<file path="src/hdl/servo_drive_state_control_autoreset_assert.svh">
// ----------------------------------------------------------------------------
// Assertion macros for the servo drive state control block
// Same-cycle and next-cycle implication checks, disabled during reset.
// ----------------------------------------------------------------------------
`ifndef SERVO_DRIVE_STATE_CONTROL_AUTORESET_ASSERT_SVH
`define SERVO_DRIVE_STATE_CONTROL_AUTORESET_ASSERT_SVH

// ante implies cons in the same cycle
`define SDSC_ASSERT_NOW(name, clk, rst_n, ante, cons) \
    name: assert property (@(posedge clk) disable iff (!rst_n) (ante) |-> (cons)) \
        else $error("sdsc same-cycle check failed");

// ante implies cons in the next cycle
`define SDSC_ASSERT_NEXT(name, clk, rst_n, ante, cons) \
    name: assert property (@(posedge clk) disable iff (!rst_n) (ante) |=> (cons)) \
        else $error("sdsc next-cycle check failed");

`endif

</file>
<file path="src/hdl/sdsc_pkg.sv">
// ----------------------------------------------------------------------------
// sdsc_pkg
// Shared widths, bit positions, register indexes and types.
// ----------------------------------------------------------------------------
`default_nettype none

package sdsc_pkg;

    localparam int STATUS_W = 16;
    localparam int CW_W     = 16;
    localparam int HOLD_W   = 16;
    localparam int RETRY_W  = 8;
    localparam int MOTION_W = 3;
    localparam int CFG_W    = 16;

    localparam logic [HOLD_W-1:0]  HOLD_RESET  = 16'd100;
    localparam logic [RETRY_W-1:0] RETRY_RESET = 8'd3;

    // status word bit positions
    localparam int SW_READY      = 0;
    localparam int SW_SWITCHED   = 1;
    localparam int SW_OP_ENABLED = 2;
    localparam int SW_FAULT      = 3;
    localparam int SW_VOLTAGE    = 4;
    localparam int SW_QUICK_STOP = 5;
    localparam int SW_ON_DISABLE = 6;
    localparam int SW_WARNING    = 7;
    localparam int SW_REMOTE     = 9;
    localparam int SW_MOTION_LSB = 10;

    // control word bit positions
    localparam int CW_SWITCH_ON   = 0;
    localparam int CW_EN_VOLTAGE  = 1;
    localparam int CW_QUICK_STOP  = 2;
    localparam int CW_EN_OP       = 3;
    localparam int CW_FAULT_RESET = 7;
    localparam int CW_HALT        = 8;

    typedef enum logic [0:0] {
        CFG_HOLD_PERIODS = 1'b0,
        CFG_RETRY_LIMIT  = 1'b1
    } t_cfg_index;

    typedef struct packed {
        logic                ready;
        logic                powered;
        logic                op_enabled;
        logic                voltage_on;
        logic                quick_stopped;
        logic                inhibited;
        logic                warning;
        logic                remote;
        logic [MOTION_W-1:0] motion;
    } t_status;

    typedef struct packed {
        logic run_req;
        logic enable_voltage;
        logic quick_stop_n;
        logic enable_operation;
        logic clear_fault;
        logic halt;
    } t_cmd;

endpackage

`default_nettype wire

</file>
<file path="src/hdl/sdsc_decode.sv">
// ----------------------------------------------------------------------------
// sdsc_decode
// Status word decode; all status flags forced low while the link is down (raw fault bit is not).
// ----------------------------------------------------------------------------
`default_nettype none

module sdsc_decode (
    input  wire logic                         i_link_up,
    input  wire logic [sdsc_pkg::STATUS_W-1:0] i_status_word,
    output sdsc_pkg::t_status                 o_status,
    output logic                              o_fault_raw
);
    import sdsc_pkg::*;

    always_comb begin
        o_status = '0;
        if (i_link_up) begin
            o_status.ready         = i_status_word[SW_READY];
            o_status.powered       = i_status_word[SW_SWITCHED];
            o_status.op_enabled    = i_status_word[SW_OP_ENABLED];
            o_status.voltage_on    = i_status_word[SW_VOLTAGE];
            o_status.quick_stopped = ~i_status_word[SW_QUICK_STOP];
            o_status.inhibited     = i_status_word[SW_ON_DISABLE];
            o_status.warning       = i_status_word[SW_WARNING];
            o_status.remote        = i_status_word[SW_REMOTE];
            o_status.motion        = i_status_word[SW_MOTION_LSB +: MOTION_W];
        end
    end

    assign o_fault_raw = i_status_word[SW_FAULT];

endmodule

`default_nettype wire

</file>
<file path="src/hdl/sdsc_autoreset.sv">
// ----------------------------------------------------------------------------
// sdsc_autoreset
// Fault auto-reset sequencer, config registers and control word build.
// ----------------------------------------------------------------------------
`default_nettype none

`include "servo_drive_state_control_autoreset_assert.svh"

module sdsc_autoreset (
    input  wire logic                       i_clk,
    input  wire logic                       i_rst_n,
    input  wire logic                       i_cfg_we,
    input  wire logic [0:0]                 i_cfg_index,
    input  wire logic [sdsc_pkg::CFG_W-1:0] i_cfg_data,
    input  wire logic                       i_step,
    input  wire logic                       i_link_up,
    input  wire logic                       i_fault_raw,
    input  wire logic                       i_switched_on,
    input  wire sdsc_pkg::t_cmd             i_cmd,
    output logic [sdsc_pkg::CW_W-1:0]       o_control_word,
    output logic                            o_fault,
    output logic                            o_busy
);
    import sdsc_pkg::*;

    logic [HOLD_W-1:0]  r_hold;
    logic [RETRY_W-1:0] r_limit;
    logic               r_prev_on;
    logic               r_fault_seen;
    logic [RETRY_W-1:0] r_retries;
    logic               r_phase;
    logic [HOLD_W-1:0]  r_count;

    logic               n_fault_seen;
    logic [RETRY_W-1:0] n_retries;
    logic               n_phase;
    logic [HOLD_W-1:0]  n_count;
    logic [RETRY_W-1:0] seq_retries;
    logic               seq_phase;
    logic [HOLD_W-1:0]  seq_count;
    logic               rise_on;
    logic               arm;

    always_ff @(posedge i_clk) begin
        if (!i_rst_n) begin
            r_hold  <= HOLD_RESET;
            r_limit <= RETRY_RESET;
        end else if (i_cfg_we) begin
            unique case (t_cfg_index'(i_cfg_index))
                CFG_HOLD_PERIODS: r_hold  <= i_cfg_data[HOLD_W-1:0];
                CFG_RETRY_LIMIT:  r_limit <= i_cfg_data[RETRY_W-1:0];
                default:          r_hold  <= r_hold;
            endcase
        end
    end

    always_comb begin
        n_fault_seen = i_link_up ? i_fault_raw : r_fault_seen;
        // a clear fault bit cancels the sequence
        seq_retries  = (i_link_up && !i_fault_raw) ? '0 : r_retries;
        seq_phase    = r_phase;
        seq_count    = r_count;
        o_fault      = 1'b1;
        if (i_link_up) begin
            if (seq_retries != '0) begin
                o_fault = 1'b0;
                if (r_count < r_hold) begin
                    seq_count = r_count + 16'd1;
                end else begin
                    seq_count = '0;
                    seq_phase = ~r_phase;
                    if (!r_phase) begin
                        seq_retries = seq_retries - 8'd1;
                    end
                end
            end else begin
                o_fault = i_fault_raw;
            end
        end

        rise_on = i_cmd.run_req & ~r_prev_on;
        arm     = (r_limit != '0) && (r_hold != '0) && rise_on && n_fault_seen;

        n_retries = arm ? r_limit : seq_retries;
        n_phase   = arm ? 1'b1    : seq_phase;
        n_count   = arm ? '0      : seq_count;
        o_busy    = (n_retries != '0);

        o_control_word                 = '0;
        o_control_word[CW_EN_VOLTAGE]  = i_cmd.enable_voltage;
        o_control_word[CW_QUICK_STOP]  = ~i_cmd.quick_stop_n;
        o_control_word[CW_FAULT_RESET] = i_cmd.clear_fault | (o_busy & n_phase);
        o_control_word[CW_HALT]        = i_cmd.halt;
        if (!o_busy) begin
            o_control_word[CW_SWITCH_ON] = i_cmd.run_req;
            o_control_word[CW_EN_OP]     = i_cmd.enable_operation & i_switched_on;
        end
    end

    always_ff @(posedge i_clk) begin
        if (!i_rst_n) begin
            r_prev_on    <= 1'b0;
            r_fault_seen <= 1'b0;
            r_retries    <= '0;
            r_phase      <= 1'b0;
            r_count      <= '0;
        end else if (i_step) begin
            r_prev_on    <= i_cmd.run_req;
            r_fault_seen <= n_fault_seen;
            r_retries    <= n_retries;
            r_phase      <= n_phase;
            r_count      <= n_count;
        end
    end

    // a live sequence always has a recorded fault behind it
    `SDSC_ASSERT_NOW(a_busy_needs_fault, i_clk, i_rst_n, r_retries != '0, r_fault_seen)
    // sequencer state moves only when an item is processed
    `SDSC_ASSERT_NEXT(a_hold_when_idle, i_clk, i_rst_n, !i_step,
        $stable(r_retries) && $stable(r_phase) && $stable(r_count))
    // link down keeps the recorded fault bit
    `SDSC_ASSERT_NEXT(a_link_down_keeps_fault, i_clk, i_rst_n, i_step && !i_link_up,
        $stable(r_fault_seen))

endmodule

`default_nettype wire

</file>
<file path="src/hdl/servo_drive_state_control_autoreset.sv">
// ----------------------------------------------------------------------------
// servo_drive_state_control_autoreset
// Drive status decode, control word build and fault auto-reset, one item per
// servo period.
// ----------------------------------------------------------------------------
//  channel | handshake                  | payload
//  --------+----------------------------+-------------------------------------
//  in      | i_in_valid / o_in_ready    | link, status word, six command bits
//  out     | o_out_valid / i_out_ready  | control word, fault, status flags
//  cfg     | i_cfg_we (no wait)         | i_cfg_index, i_cfg_data
//
//  Two register stages: an input register and a result register, with the
//  decode, sequencer step and control word logic between them.
//  An accepted item is registered in the input register, then in the result
//  register, where its result is valid; one item per cycle sustained while
//  the output does not stall, since the sequencer state updates on each step.
//  The input register keeps accepting while a result waits, until both
//  stages are full; a stall on the output then backs up into o_in_ready.
//  Synchronous active-low reset clears valids, sequencer state and config
//  registers (hold 100 periods, 3 retries).
// ----------------------------------------------------------------------------
`default_nettype none

module servo_drive_state_control_autoreset (
    input  wire logic                          i_clk,
    input  wire logic                          i_rst_n,
    // config write port
    input  wire logic                          i_cfg_we,
    input  wire logic [0:0]                    i_cfg_index,
    input  wire logic [sdsc_pkg::CFG_W-1:0]    i_cfg_data,
    // input items
    input  wire logic                          i_in_valid,
    output logic                               o_in_ready,
    input  wire logic                          i_link_up,
    input  wire logic [sdsc_pkg::STATUS_W-1:0] i_status_word,
    input  wire logic                          i_cmd_switch_on,
    input  wire logic                          i_cmd_enable_voltage,
    input  wire logic                          i_cmd_quick_stop_n,
    input  wire logic                          i_cmd_enable_operation,
    input  wire logic                          i_cmd_fault_reset,
    input  wire logic                          i_cmd_halt,
    // result items
    output logic                               o_out_valid,
    input  wire logic                          i_out_ready,
    output logic [sdsc_pkg::CW_W-1:0]          o_control_word,
    output logic                               o_fault_out,
    output logic                               o_ready_out,
    output logic                               o_switched_on_out,
    output logic                               o_op_enabled_out,
    output logic                               o_voltage_on_out,
    output logic                               o_quick_stopped_out,
    output logic                               o_on_disabled_out,
    output logic                               o_warning_out,
    output logic                               o_remote_out,
    output logic [sdsc_pkg::MOTION_W-1:0]      o_motion_flags,
    output logic                               o_autoreset_busy
);
    import sdsc_pkg::*;

    // input stage
    logic                r_in_valid;
    logic                r_in_link;
    logic [STATUS_W-1:0] r_in_status;
    t_cmd                r_in_cmd;

    // result stage
    logic                r_out_valid;
    logic [CW_W-1:0]     r_out_cw;
    logic                r_out_fault;
    t_status             r_out_status;
    logic                r_out_busy;

    logic                in_take;
    logic                step;
    t_status             dec_status;
    logic                dec_fault_raw;
    logic [CW_W-1:0]     seq_cw;
    logic                seq_fault;
    logic                seq_busy;

    // an item moves to the result stage when that stage is empty or draining
    assign step       = r_in_valid && (!r_out_valid || i_out_ready);
    assign o_in_ready = !r_in_valid || step;
    assign in_take    = i_in_valid && o_in_ready;

    always_ff @(posedge i_clk) begin
        if (!i_rst_n) begin
            r_in_valid <= 1'b0;
        end else begin
            r_in_valid <= in_take || (r_in_valid && !step);
        end
    end

    always_ff @(posedge i_clk) begin
        if (in_take) begin
            r_in_link                 <= i_link_up;
            r_in_status               <= i_status_word;
            r_in_cmd.run_req          <= i_cmd_switch_on;
            r_in_cmd.enable_voltage   <= i_cmd_enable_voltage;
            r_in_cmd.quick_stop_n     <= i_cmd_quick_stop_n;
            r_in_cmd.enable_operation <= i_cmd_enable_operation;
            r_in_cmd.clear_fault      <= i_cmd_fault_reset;
            r_in_cmd.halt             <= i_cmd_halt;
        end
    end

    sdsc_decode u_decode (
        .i_link_up     (r_in_link),
        .i_status_word (r_in_status),
        .o_status      (dec_status),
        .o_fault_raw   (dec_fault_raw)
    );

    sdsc_autoreset u_autoreset (
        .i_clk          (i_clk),
        .i_rst_n        (i_rst_n),
        .i_cfg_we       (i_cfg_we),
        .i_cfg_index    (i_cfg_index),
        .i_cfg_data     (i_cfg_data),
        .i_step         (step),
        .i_link_up      (r_in_link),
        .i_fault_raw    (dec_fault_raw),
        .i_switched_on  (dec_status.powered),
        .i_cmd          (r_in_cmd),
        .o_control_word (seq_cw),
        .o_fault        (seq_fault),
        .o_busy         (seq_busy)
    );

    always_ff @(posedge i_clk) begin
        if (!i_rst_n) begin
            r_out_valid <= 1'b0;
        end else begin
            r_out_valid <= step || (r_out_valid && !i_out_ready);
        end
    end

    always_ff @(posedge i_clk) begin
        if (step) begin
            r_out_cw     <= seq_cw;
            r_out_fault  <= seq_fault;
            r_out_status <= dec_status;
            r_out_busy   <= seq_busy;
        end
    end

    assign o_out_valid         = r_out_valid;
    assign o_control_word      = r_out_cw;
    assign o_fault_out         = r_out_fault;
    assign o_ready_out         = r_out_status.ready;
    assign o_switched_on_out   = r_out_status.powered;
    assign o_op_enabled_out    = r_out_status.op_enabled;
    assign o_voltage_on_out    = r_out_status.voltage_on;
    assign o_quick_stopped_out = r_out_status.quick_stopped;
    assign o_on_disabled_out   = r_out_status.inhibited;
    assign o_warning_out       = r_out_status.warning;
    assign o_remote_out        = r_out_status.remote;
    assign o_motion_flags      = r_out_status.motion;
    assign o_autoreset_busy    = r_out_busy;

endmodule

`default_nettype wire

</file>
<file path="config.mk">
export PLATFORM = sky130hd
export DESIGN_NAME = servo_drive_state_control_autoreset
export DESIGN_NICKNAME = d
export VERILOG_FILES = /design/src/hdl/sdsc_pkg.sv /design/src/hdl/sdsc_decode.sv /design/src/hdl/sdsc_autoreset.sv /design/src/hdl/servo_drive_state_control_autoreset.sv
export VERILOG_INCLUDE_DIRS = /design/src /design/src/hdl
export SDC_FILE = /design/constraint.sdc
export NUM_CORES = 1
export LEC_CHECK = 0
export BUFFER_PORTS_ARGS = -buffer_cell sky130_fd_sc_hd__buf_2
export CORE_MARGIN = 5
export CORE_UTILIZATION = 51
export CTS_CLUSTER_SIZE = 25
export DETAILED_ROUTE_END_ITERATION = 6
export GPL_ROUTABILITY_DRIVEN = 0
export PLACE_DENSITY = 0.76
export SLEW_MARGIN = 20
export SYNTH_ARGS = -nofsm -noshare
export SYNTH_HDL_FRONTEND = slang
export SYNTH_SLANG_ARGS = --single-unit
</file>
<file path="constraint.sdc">
create_clock -name i_clk -period 3.5 [get_ports i_clk]
set_clock_uncertainty 0.1 [all_clocks]
set_input_delay 0.7 -clock i_clk [delete_from_list [all_inputs] [get_ports i_clk]]
set_output_delay 0.7 -clock i_clk [all_outputs]
set_load 0.03 [all_outputs]
</file>
Word-level counts from Yosys, hierarchy flattened
Cells that the tools add are included.
{"block": "op_classes", "add_sub_neg": 2, "multipliers": 0, "div_mod_pow": 0, "magnitude_cmp": 1, "eq_ne": 0, "shift": 0, "muxes": 17, "bitwise": 9, "reduce_logical": 26}
{"operator": "2-to-1 mux 16 bit", "n": 4}
{"operator": "2-to-1 mux 8 bit", "n": 6}
{"operator": "nonzero test 8 bit", "n": 3}
{"operator": "adder 16 x 1 -> 16 bit, second input constant", "n": 1}
{"operator": "< comparator 16 bit", "n": 1}
{"operator": "nonzero test 16 bit", "n": 1}
{"operator": "2-to-1 mux 10 bit", "n": 1}
{"operator": "logical AND 1 bit", "n": 8}
{"operator": "subtractor 8 x 1 -> 8 bit, second input constant", "n": 1}
{"operator": "2-to-1 mux 1 bit", "n": 6}
{"operator": "logical NOT 1 bit", "n": 5}
{"operator": "inverter 1 bit", "n": 5}
{"operator": "logical OR 1 bit", "n": 4}
{"operator": "AND reduction 2 bit", "n": 2}
{"operator": "nonzero test 2 bit", "n": 2}
{"operator": "bitwise AND 1 bit", "n": 3}
{"operator": "AND reduction 3 bit", "n": 1}
{"operator": "OR 1 bit", "n": 1}
{"block": "word_totals", "reg_bits": 92, "latch_bits": 0, "mem_bits_rw": 0, "mem_bits_ro": 0, "input_bits": 45, "out_inout_bits": 31, "word_cells": 85, "mem_count": 0}

Longest topological paths before layout
Gate-level depths: netlist of the first run.
{"block": "logic_depth", "depth_word": 12, "mapped_depth": 12, "depth_no_buf": 10}

By module
From an unflattened synthesis of the first run, not the netlist that was laid out.
{"block": "unflattened", "cells_unflattened": 462, "hier_area_um2": 4734.5}
{"mod": "sdsc_autoreset", "instances": 1, "cells_each": 388, "area_per_inst_um2": 2981.6, "seq_area_each_um2": 1021.0}
{"mod": "servo_drive_state_control_autoreset", "instances": 1, "cells_each": 61, "area_per_inst_um2": 1665.3, "seq_area_each_um2": 1601.5}
{"mod": "sdsc_decode", "instances": 1, "cells_each": 13, "area_per_inst_um2": 87.6, "seq_area_each_um2": 0.0}

Worst setup path before layout of the first run
No wires, ideal clock.
{"block": "synth_timing", "path_kind": "register -> register", "from": "register r_in_status[3]", "to": "register r_out_busy (netlist: o_autoreset_busy) (data pin)", "setup_ps": 259, "t_arrival_ps": 2935, "required_time_ps": 3141, "path_slack_ps": 205, "stages_incl_launch_ff": 12, "path_buffers": 2, "period_less_slack_ps": 3295, "cell_sequence": "edfxtp_1 -> buf_2 -> nand2b_1 -> clkbuf_1 -> nand2_1 -> ha_1 -> a21bo_4 -> a311oi_2 -> mux2i_1 -> nand4_1 -> or4_4 -> or2_1"}
{"block": "synth_via", "elab_chain_len": 10, "word_cells_on_any_way": 13, "cone_classes": "add/sub (1); mux (7); reduce/logical (5)"}
{"item": "start: declaration", "line_no": "servo_drive_state_control_autoreset.sv:63", "rtl": "logic [STATUS_W-1:0] r_in_status;"}
{"item": "start signal: assignment", "line_no": "servo_drive_state_control_autoreset.sv:97", "rtl": "r_in_status <= i_status_word;"}
{"item": "logical NOT 1 bit", "line_no": "sdsc_autoreset.sv:60", "rtl": "seq_retries = (i_link_up && !i_fault_raw) ? '0 : r_retries;"}
{"item": "logical AND 1 bit", "line_no": "sdsc_autoreset.sv:60"}
{"item": "2-to-1 mux 8 bit", "line_no": "sdsc_autoreset.sv:60"}
{"item": "subtractor 8 x 1 -> 8 bit", "line_no": "sdsc_autoreset.sv:73", "rtl": "seq_retries = seq_retries - 8'd1;"}
{"item": "2-to-1 mux 8 bit", "line_no": "sdsc_autoreset.sv:72", "rtl": "if (!r_phase) begin"}
{"item": "2-to-1 mux 8 bit", "line_no": "sdsc_autoreset.sv:67", "rtl": "if (r_count < r_hold) begin"}
{"item": "2-to-1 mux 8 bit", "line_no": "sdsc_autoreset.sv:65", "rtl": "if (seq_retries != '0) begin"}
{"item": "2-to-1 mux 8 bit", "line_no": "sdsc_autoreset.sv:64", "rtl": "if (i_link_up) begin"}
{"item": "2-to-1 mux 8 bit *", "line_no": "sdsc_autoreset.sv:84", "rtl": "n_retries = arm ? r_limit : seq_retries;"}
{"item": "nonzero test 8 bit *", "line_no": "sdsc_autoreset.sv:87", "rtl": "o_busy = (n_retries != '0);"}
{"item": "net seq_busy", "line_no": "servo_drive_state_control_autoreset.sv:79", "rtl": "logic seq_busy;"}
{"item": "end signal: assignment", "line_no": "servo_drive_state_control_autoreset.sv:143", "rtl": "r_out_busy <= seq_busy;"}
{"item": "end: declaration", "line_no": "servo_drive_state_control_autoreset.sv:71", "rtl": "logic r_out_busy;"}
The timed path passes the listed nets; every way through them passes the cells marked *.
A chain may end at the register's enable or synchronous reset.

Worst setup path after layout of the first run
{"block": "layout_timing", "from": "register u_autoreset.r_hold[15]", "to": "register r_out_busy (netlist: o_autoreset_busy) (data pin)"}
{"block": "layout_via", "elab_chain_len": 6, "word_cells_on_any_way": 10, "cone_classes": "order compare (1); mux (4); reduce/logical (5)"}
{"item": "start: declaration", "line_no": "sdsc_autoreset.sv:26", "rtl": "logic [HOLD_W-1:0] r_hold;"}
{"item": "start signal: assignment", "line_no": "sdsc_autoreset.sv:50", "rtl": "CFG_HOLD_PERIODS: r_hold <= i_cfg_data[HOLD_W-1:0];"}
{"item": "start signal: assignment", "line_no": "sdsc_autoreset.sv:52", "rtl": "default: r_hold <= r_hold;"}
{"item": "< comparator 16 bit / nonzero test 16 bit (equally long branches)", "line_no": "sdsc_autoreset.sv:67, sdsc_autoreset.sv:82"}
{"item": "2-to-1 mux 8 bit / logical AND 1 bit (equally long branches)", "line_no": "sdsc_autoreset.sv:67, sdsc_autoreset.sv:82"}
{"item": "2-to-1 mux 8 bit / logical AND 1 bit (equally long branches)", "line_no": "sdsc_autoreset.sv:65, sdsc_autoreset.sv:82"}
{"item": "2-to-1 mux 8 bit / logical AND 1 bit (equally long branches)", "line_no": "sdsc_autoreset.sv:64, sdsc_autoreset.sv:82"}
{"item": "2-to-1 mux 8 bit *", "line_no": "sdsc_autoreset.sv:84"}
{"item": "nonzero test 8 bit *", "line_no": "sdsc_autoreset.sv:87"}
{"item": "net seq_busy", "line_no": "servo_drive_state_control_autoreset.sv:79"}
Marked as above.

==> run metrics, run 1 <==
Pre-antenna DRT Iters 4; largest net degree at the start of global routing 41; CTS Buffer Depth 2; post-DR vias/cell around 5.4; syn avg cell area 9.67 um^2; type of origin of the critical path register; I/O Buffers 61; result of the run finished clean; IO Pins 76; Cells after Synth about 460; Rel. slew slack 43.2%; WS Path Type reg2reg; diode count 0; worst hold path class reg2reg; share of cells above drive strength 1 between 20 and 25%; Seq/Total Area, Yosys 50.0%; f_max 295 MHz; growth of design area from synthesis to finish 15.1%; Root Buffer Master clkbuf_8; CP max FO 5; Tmin final 3.39 ns; Crit Reg-Reg Startpoint u_autoreset.r_hold[15]$_SDFFE_PN0P_; Hold Buf Count CTS 0; worst setup margin 0.113 ns; synth top area cells edfxtp_1, dfxtp_1, nand2_1; die width 103 um; Max VDD drop about 0.25 mV; critical path's most frequent cell nand4_1; Slew @ Worst Pin 0.852 ns; Iter 0 DRT Violations between 150 and 200; H-Tree Level Count 3; antenna viol nets, final 0; reg2reg end o_autoreset_busy$_DFFE_PP_; Core Area around 0.0086 mm^2; register bit total from synthesis 91; final net count 586; Critical Path, Cell by Cell inv_1 > ha_1 > nand4_1 > nor3_4 > o21ai_4 > a311oi_4 > mux2i_1 > nand4_1 > or4_4 > or2_1; Total Wirelength 9080 um; HP Start r_in_cmd[4]$_DFFE_PP_; slowest CP cell or4_4; Reg2Reg Depth 10; Total Routing Usage GR 17.9%; Yosys top cell area share 25.9%; arrival time worst endpoint roughly 3.4 ns; Die Y 103 um; number of global-route vias before repair 3292; final instance area 0.00507 mm^2; Data required, critical path 3.53 ns; Power Dens Cells 437 mW/mm^2; Die Area 0.0106 mm^2; worst skew pair latency 0.38 ns; Core Rows 34; period utilization 96.8%; total CTS buffers 9; # setup viols final 0; Pins Over Slew Limit 0; cell taking the most area after synthesis edfxtp_1; EDFF count, synth 38; placed cell areas 0.00481 mm^2; Crit path largest cell delay 0.59 ns; reg-to-reg setup timing slack 0.11 ns; CTS tree done; global-route wire length before repair 14900 um; Worst Hold End o_control_word[1]$_DFFE_PP_; CTS clk-pin slew, worst paths roughly 0.10 ns; synth unique cells 57; Placement Setup Slack -0.00926 ns; Min-Delay Path Depth 0; DR WL/cell approximately 14 um; initial antenna violation count 0; synthesized area around 0.0044 mm^2; vias 3403; clk sinks 91; drc violations 0; Worst setup EP type register; initial core utilization 51.6%; remaining global-route overflow 0; Synthesis Warnings 0; Post-synth ARST share 0%; leakage 2.02 nW; Post-DP HPWL 6890 um; Fin. Hold Viols 0; max capacitance violation total 0; main flop type after synthesis dfxtp_1
==> kinds of logic after synthesis <==
kind of cell | after synthesis | share of synthesized area, %
xor+xnor | 15 | 2.98
simple gates | 199 | 21.9
buf+inv | 48 | 5.22
fa+ha+maj | 18 | 5.11
compound gates | 79 | 13.6
other cells | 1 | 0.0851
mux | 5 | 1.16
flops | 91 | 50.0
==> per-layer routing <==
metal	vias up	GRT usage (%)	wire, um
met5	-	0	0
met4	0	6.67	117
met3	7	4.74	604
met2	93	29.4	4460
met1	1601	22.5	3900
li1	1702	-	-
==> cells in the final DEF, fill, tap and decap left out, types with 3 or more instances in the layout <==
cell type,netlist,layout
nor3b_1,3,3
o211ai_1,5,5
mux2i_1,4,4
ha_1,18,18
dfxtp_1,53,53
nand4_1,7,7
o22ai_1,3,3
nor2b_1,9,9
nor2_1,30,30
o21ai_0,8,8
a21boi_0,26,26
nand2_1,85,85
nand2b_1,5,5
and3_1,4,4
xor2_1,10,10
inv_1,21,21
nand3_1,14,14
clkbuf_8,0,9
a31oi_1,6,6
buf_4,11,13
inv_6,0,3
nor4_1,6,6
buf_2,1,61
xnor2_1,5,5
a21oi_1,11,11
and2_1,15,15
conb_1,1,10
nor3_1,9,8
edfxtp_1,38,38
==> worst max-delay path, delay by kind of cell (launching register included) <==
family / cells / cell delay (ns)
buffers and inverters: 1 / 0.06
adders and majority gates: 1 / 0.31
and+or+nand+nor: 5 / 1.47
muxes: 1 / 0.31
AOI/OAI and AO/OA: 2 / 0.51
DFF: 1 / 0.40
==> through the flow <==
step                      hold WS (ns)  std cells  util (%)  setup TNS [ns]  power [mW]
after floorplan                  0.300        465         -               0        1.40
after global placement           0.304        618      56.3               0        1.46
after detailed placement         0.305        618      56.3        -0.00926        1.47
after CTS                        0.328        634      59.0               0        2.22
after global routing             0.338        636      59.3         -0.0153        2.31
final                            0.328        636      59.3               0        2.22
==> report_power, final <==
part	switching [mW]	internal, mW
sequential	0.0274	1.16
combinational	0.165	0.102
clock	0.416	0.350
total	0.608	1.61
==> final cells by class <==
cell class	count	area (um^2)
fillers	725	3480
flip-flops and latches	91	2200
well taps	108	135
repair buffers	74	403
multi-input cells	326	2040
inverters	21	78.8
clock inverters	7	92.6
clock buffers	9	124
==> worst max path at each step <==
stage / to / cells past startpoint / from
finish: o_autoreset_busy$_DFFE_PP_ / 10 / u_autoreset.r_hold[15]$_SDFFE_PN0P_
global placement: o_autoreset_busy$_DFFE_PP_ / 10 / u_autoreset.r_hold[15]$_SDFFE_PN0P_
global route: o_autoreset_busy$_DFFE_PP_ / 10 / u_autoreset.r_hold[15]$_SDFFE_PN0P_
floorplan: o_autoreset_busy$_DFFE_PP_ / 11 / r_in_status[3]$_DFFE_PP_
CTS: o_autoreset_busy$_DFFE_PP_ / 10 / u_autoreset.r_hold[15]$_SDFFE_PN0P_
detailed placement: o_autoreset_busy$_DFFE_PP_ / 10 / u_autoreset.r_hold[15]$_SDFFE_PN0P_
==> sequential cells by signal, indices dropped and copies added, names as in the netlist, 3 cells and up <==
register and cells:
u_autoreset.r_hold 16, o_control_word 6, r_in_cmd 6, u_autoreset.r_count 16, u_autoreset.r_limit 8, r_in_status 12
o_motion_flags 3, u_autoreset.r_retries 8
==> synthesized netlist by cell type (all sizes together) (3+ instances only) <==
master,n
mux2i,4
a31oi,8
or3,3
inv,21
nor2,30
clkbuf,13
nand2b,5
buf,14
o21ai,10
nand3,14
and2,16
a21oi,11
o22ai,3
nand4,7
nor2b,9
edfxtp,38
a21boi,26
xnor2,5
nand2,85
o211ai,5
xor2,10
dfxtp,53
nor4,6
nor3,10
and3,5
ha,18
nor3b,3
==> timing repair <==
action | in CTS | in global routing
buffers inserted | 0 | 2
hold endpoints to repair | 0 | 0
setup endpoints to repair | 1 | 2
pin swaps | 0 | 4
resized for setup | 1 | 3
(Power assumes the default switching activity.)
==> run 2: changes to the inputs <==
--- a/config.mk
+++ b/config.mk
@@ -13,6 +13,7 @@
 export DETAILED_ROUTE_END_ITERATION = 6
 export GPL_ROUTABILITY_DRIVEN = 0
 export PLACE_DENSITY = 0.76
+export RECOVER_POWER = 100
 export SLEW_MARGIN = 20
 export SYNTH_ARGS = -nofsm -noshare
 export SYNTH_HDL_FRONTEND = slang
==> run 2 against run 1 <==
The flow now finishes with violations (capacitance limit, slew limit). Sequential power hardly changed. Cell area is 0.89% lower. Die area stayed put. Non-clock buffer count stayed put. Combinational power is 3% lower. Hold slack hardly changed. Global-route usage stayed put. Count of clock-buffer cells in the layout stayed put. Wire length is 0.39% higher. Critical endpoint unchanged.
==> run metrics, run 2 (same netlist as run 1, synthesis figures left out) <==
result of the run complete, but fails checks; failing checks capacitance limit, slew limit; initial core utilization 51.6% (unchanged); f_max 296 MHz (+0.21%); worst hold path class reg2reg; arrival time worst endpoint 3.41 ns (about the same); Max VDD drop 0.251 mV (-0.45%); share of cells above drive strength 1 15.2% (-4.9 points); Total Wirelength 9120 um (+0.39%); placed cell areas 0.00481 mm^2 (unchanged); Fin. Hold Viols 0 (unchanged); Core Rows 34 (unchanged); reg-to-reg setup timing slack 0.12 ns (about the same); number of global-route vias before repair 3292 (unchanged); most frequent cells in the layout nand2_1, dfxtp_1, buf_2; Hold Buf Count CTS 0 (unchanged); Placement Setup Slack -0.00926 ns (unchanged); Pre-antenna DRT Iters 4 (unchanged); DR WL/cell 14.3 um (+0.39%); fillers 737 (+1.7%); final instance area 0.00503 mm^2 (-0.89%); Slew @ Worst Pin 1.53 ns (+0.681 ns); antenna viol nets, final 0 (unchanged); clk sinks 91 (unchanged); vias 3417 (+0.41%); worst skew pair latency 0.37 ns (about the same); diode count 0 (unchanged); WS Path Type reg2reg; Core Area 0.00855 mm^2 (unchanged); Worst setup EP type register; drc violations 0 (unchanged); final net count 586 (unchanged); CTS tree done; global-route wire length before repair 14900 um (unchanged); remaining global-route overflow 0 (unchanged); Die Area 0.0106 mm^2 (unchanged); Reg2Reg Depth 10 (unchanged); CTS clk-pin slew, worst paths 0.10 ns (about the same); leakage 1.94 nW (-4.0%); biggest regs u_autoreset.r_count x16, u_autoreset.r_hold x16, r_in_status x12; Data required, critical path 3.53 ns (about the same); CP max FO 5 (unchanged); period utilization 96.6% (-0.20 points); post-DR vias/cell 5.37 (+0.41%); Post-DP HPWL 6890 um (unchanged); Power Dens Cells 439 mW/mm^2 (+0.44%); max capacitance violation total 2 (+2); initial antenna violation count 0 (unchanged); I/O Buffers 61 (unchanged); total CTS buffers 9 (unchanged); commonest non-fill, non-tap cell in the layout nand2_1; Pins Over Slew Limit 73 (+73); # setup viols final 0 (unchanged); growth of design area from synthesis to finish 14.1%; H-Tree Level Count 3 (unchanged); Die Y 103 um (unchanged); largest net degree at the start of global routing 41 (unchanged); worst setup margin 0.121 ns (+0.00710 ns); Root Buffer Master clkbuf_8; Total Routing Usage GR 17.9% (unchanged); Iter 0 DRT Violations 151 (-4.4%); IO Pins 76 (unchanged); Min-Delay Path Depth 0 (unchanged); die width 103 um (unchanged); Rel. slew slack -2.18% (-45 points); Tmin final 3.38 ns (-0.00710 ns); CTS Buffer Depth 2 (unchanged); type of origin of the critical path register
-- run 2: cell count changes in the layout (fill, tap and decap cells not counted), sizes merged --
cell    change
buf        -25
clkbuf     +25
-- run 2: layout make-up --
class	count	area, um^2	share of cell area [%]
Timing Repair Buffer	74	364	7.24
Tap cell	108	135	2.69
Sequential cell	91	2200	43.8
Clock buffer	9	124	2.46
Inverter	21	78.8	1.57
Clock inverter	7	92.6	1.84
Multi-Input combinational cell	326	2030	40.4
-- run 2: per-layer routing --
layer  routed length [um]  GRT usage [%]  up-vias  part of all wire (%)
met4                  126           6.67        0                   1.4
li1                     -              -     1703                     -
met3                  608           4.74       10                   6.7
met1                 3970           22.5     1611                    43
met2                 4410           29.4       93                    48
met5                    0              0        -                     0
-- run 2: worst max-delay path, cell delays in order (launching register included) --
cell and delay [ns]:
dfxtp_1 0.40, inv_1 0.06, ha_1 0.31, nand4_1 0.18
nor3_4 0.28, o21ai_4 0.14, a311oi_4 0.37, mux2i_1 0.31
nand4_1 0.19, or4_4 0.58, or2_1 0.22
-- run 2: metrics by stage --
stage / instances / TNS, ns / utilization (%) / total power [mW] / hold WS [ns]
after global placement: 618 / 0 / 56.3 / 1.46 / 0.304
after floorplan: 465 / 0 / - / 1.40 / 0.300
after global routing: 636 / -0.0154 / 58.8 / 2.30 / 0.338
after detailed placement: 618 / -0.00926 / 56.3 / 1.47 / 0.305
after CTS: 634 / 0 / 59.0 / 2.22 / 0.328
final: 636 / 0 / 58.8 / 2.21 / 0.328
-- run 2: worst paths after layout --
path	startpoint	endpoint
setup / recovery	u_autoreset.r_hold[15]$_SDFFE_PN0P_	o_autoreset_busy$_DFFE_PP_
hold reg to reg	r_in_cmd[4]$_DFFE_PP_	o_control_word[1]$_DFFE_PP_
hold / removal	r_in_cmd[4]$_DFFE_PP_	o_control_word[1]$_DFFE_PP_
setup reg to reg	u_autoreset.r_hold[15]$_SDFFE_PN0P_	o_autoreset_busy$_DFFE_PP_
-- run 2: report_power, final --
part	leakage (nW)	internal (mW)	switching [mW]	total (mW)
clock	0.109	0.350	0.411	0.761
combinational	1.03	0.0959	0.164	0.260
sequential	0.798	1.16	0.0276	1.18
-- run 2: timing repair --
| action | CTS | global route |
|---|---|---|
| setup buffers | 0 | 2 |
| pin swaps | 0 | 4 |
| resized for setup | 1 | 3 |
| setup endpoints to repair | 1 | 2 |
==> run 3: changes to the inputs <==
==> constraint.sdc (replaced) <==
create_clock -name i_clk -period 3.5 [get_ports i_clk]
set_clock_uncertainty 0.1 [all_clocks]
set_input_delay 0.525 -clock i_clk [delete_from_list [all_inputs] [get_ports i_clk]]
set_output_delay 0.525 -clock i_clk [all_outputs]
set_load 0.03 [all_outputs]
==> run 3 against run 2 <==
The run still ends with capacitance limit, slew limit left. Non-clock buffer count down 4. Via count fell by 1.3%. Sequential share of layout area up 0.38 points. Hold slack worse by 0.11 ns. Count of clock-buffer cells in the layout unchanged. Highest routed layer unchanged.
==> run metrics, run 3 (same netlist as run 1, synthesis figures left out) <==
result of the run complete, but fails checks; failing checks capacitance limit, slew limit; area of the multi-input gates 0.00203 mm^2 (unchanged); Pins Over Slew Limit 32 (-56%); Rel. slew slack -2.52% (-0.34 points); Psw 596 uW (-1.3%); DR WL/cell 14.6 um (+2.1%); worst setup margin 0.140 ns (+0.0192 ns); WS Path Type reg2reg; initial antenna violation count 0 (unchanged); vias 3374 (-1.3%); post-DR vias/cell 5.34 (-0.63%); max capacitance violation total 1 (-1); Total Wirelength 9250 um (+1.5%); antenna viol nets, final 0 (unchanged); CTS Buffer Depth 2 (unchanged); type of origin of the critical path register; commonest non-fill, non-tap cell in the layout nand2_1; arrival time worst endpoint 3.38 ns (-0.03 ns); CTS clk-pin slew, worst paths 0.10 ns (about the same); combinational share of power 11.8% (about the same); GRT busiest layer met2; diode count 0 (unchanged); unrepaired setup endpoints after global routing false; Critical Path, Cell by Cell inv_1 > ha_1 > nand4_1 > nor3_4 > a31oi_4 > a311oi_4 > mux2i_1 > nand4_1 > or4_4 > or2_1; Worst setup EP type register; number of global-route vias before repair 3263 (-0.88%); FF/Latch Area 0.00221 mm^2 (+0.17%); placed insts 615 (-0.49%); Overall Power 2.19 mW (-0.75%); global-route wire length before repair 14900 um (+0.51%); most frequent cells in the layout nand2_1, dfxtp_1, buf_2; period utilization 96.0% (-0.55 points); total CTS buffers 9 (unchanged); Placement Setup Slack 0.0223 ns (+0.0316 ns); global routing usage on met3 4.94% (+0.20 points); Crit path largest cell delay 0.59 ns (about the same); Flop pwr share 54.1% (+0.4 points); Power Dens Cells 438 mW/mm^2 (about the same); Final Non-Filler Cells 632 (-0.63%); Slew @ Worst Pin 1.54 ns (+0.00512 ns); critical path's most frequent cell nand4_1; Data required, critical path 3.52 ns (about the same); Root Buffer Master clkbuf_8; reg-to-reg setup timing slack 0.14 ns (+0.02 ns); # setup viols final 0 (unchanged); Clk network pwr share 34.1% (-0.4 points); Total Routing Usage GR 18.1% (+0.19 points); Core Rows 34 (unchanged); Fin Setup TNS 0 ns (unchanged); Fin. Hold Viols 0 (unchanged); placed cell areas 0.00479 mm^2 (-0.47%); die width 103 um (unchanged); largest net degree at the start of global routing 41 (unchanged); final core utilization 58.4% (-0.41 points); CP max FO 5 (unchanged); fillers 713 (-3.3%); Die Area 0.0106 mm^2 (unchanged); worst skew pair latency 0.37 ns (about the same); f_max 298 MHz (+0.57%); drc violations 0 (unchanged); Iter 0 DRT Violations 185 (+23%); Tmin final 3.36 ns (-0.0192 ns); Die Y 103 um (unchanged); Hold Buf Count CTS 0 (unchanged); Max VDD drop 0.242 mV (-3.6%); final instance area 0.00499 mm^2 (-0.70%); growth of design area from synthesis to finish 13.3%; biggest regs u_autoreset.r_count x16, u_autoreset.r_hold x16, r_in_status x12; final hold slack 0.221 ns (-0.108 ns); share of cells above drive strength 1 14.9% (-0.27 points); initial core utilization 51.6% (unchanged); H-Tree Level Count 3 (unchanged); remaining global-route overflow 0 (unchanged); Post-DP HPWL 6950 um (+0.90%); P_int 1.59 mW (-0.54%); Core Area 0.00855 mm^2 (unchanged); CTS tree done; GRT met1 Usage 23.2% (+0.61 points); leakage 1.91 nW (-1.5%); worst hold path class in2reg; IO Pins 76 (unchanged); sw frac 27.2% (-0.15 points); met2 usage 29.2% (-0.20 points); final net count 582 (-0.68%); Pre-antenna DRT Iters 4 (unchanged); I/O Buffers 61 (unchanged); slowest CP cell or4_4; clk sinks 91 (unchanged)
run 3: cell types whose count changed in the layout (fill, tap and decap cells not counted), sizes merged:
cell / before / now
buf: 49 / 44
inv: 25 / 23
clkbuf: 34 / 35
clkinv: 2 / 3
clkinvlp: 0 / 1
run 3: power groups by stage:
stage | combinational [mW] | clock [mW] | sequential, mW
floorplan | 0.174 | 0 | 1.22
global placement | 0.254 | 0 | 1.20
detailed placement | 0.261 | 0 | 1.21
CTS | 0.262 | 0.759 | 1.18
global route | 0.286 | 0.799 | 1.19
finish | 0.257 | 0.746 | 1.18
run 3: area by class of cell:
class / instances / share of cell area, %
Sequential cell: 91 / 44.2
Tap cell: 108 / 2.71
Inverter: 21 / 1.58
Multi-Input combinational cell: 326 / 40.7
Timing Repair Buffer: 70 / 6.62
Clock inverter: 7 / 1.75
Clock buffer: 9 / 2.48
run 3: routing by layer:
metal	routed length, um	part of all wire (%)	vias to the layer above
met3	581	6.3	16
met5	0	0	-
met1	4090	44	1577
li1	-	-	1689
met2	4440	48	92
met4	138	1.5	0
run 3: path summary, 6_finish.rpt:
check | cells past startpoint | endpoint | from
max reg2reg | 10 | o_autoreset_busy$_DFFE_PP_ | u_autoreset.r_hold[15]$_SDFFE_PN0P_
max | 10 | o_autoreset_busy$_DFFE_PP_ | u_autoreset.r_hold[15]$_SDFFE_PN0P_
min reg2reg | 0 | o_control_word[1]$_DFFE_PP_ | r_in_cmd[4]$_DFFE_PP_
min | 1 | r_in_status[0]$_DFFE_PP_ | i_status_word[0]
run 3: what timing repair did:
action | 4_1_cts | 5_1_grt
resized for setup | 1 | 4
pin swaps | 0 | 4
setup buffers | 0 | 1
setup endpoints to repair | 1 | 2
run 3: worst max-delay path, delay by kind of cell, from the launching register on:
| family | cells | cell delay (ns) |
|---|---|---|
| fa+ha+maj | 1 | 0.31 |
| buf+inv | 1 | 0.06 |
| flops | 1 | 0.35 |
| compound gates | 2 | 0.55 |
| mux | 1 | 0.27 |
| simple gates | 5 | 1.47 |
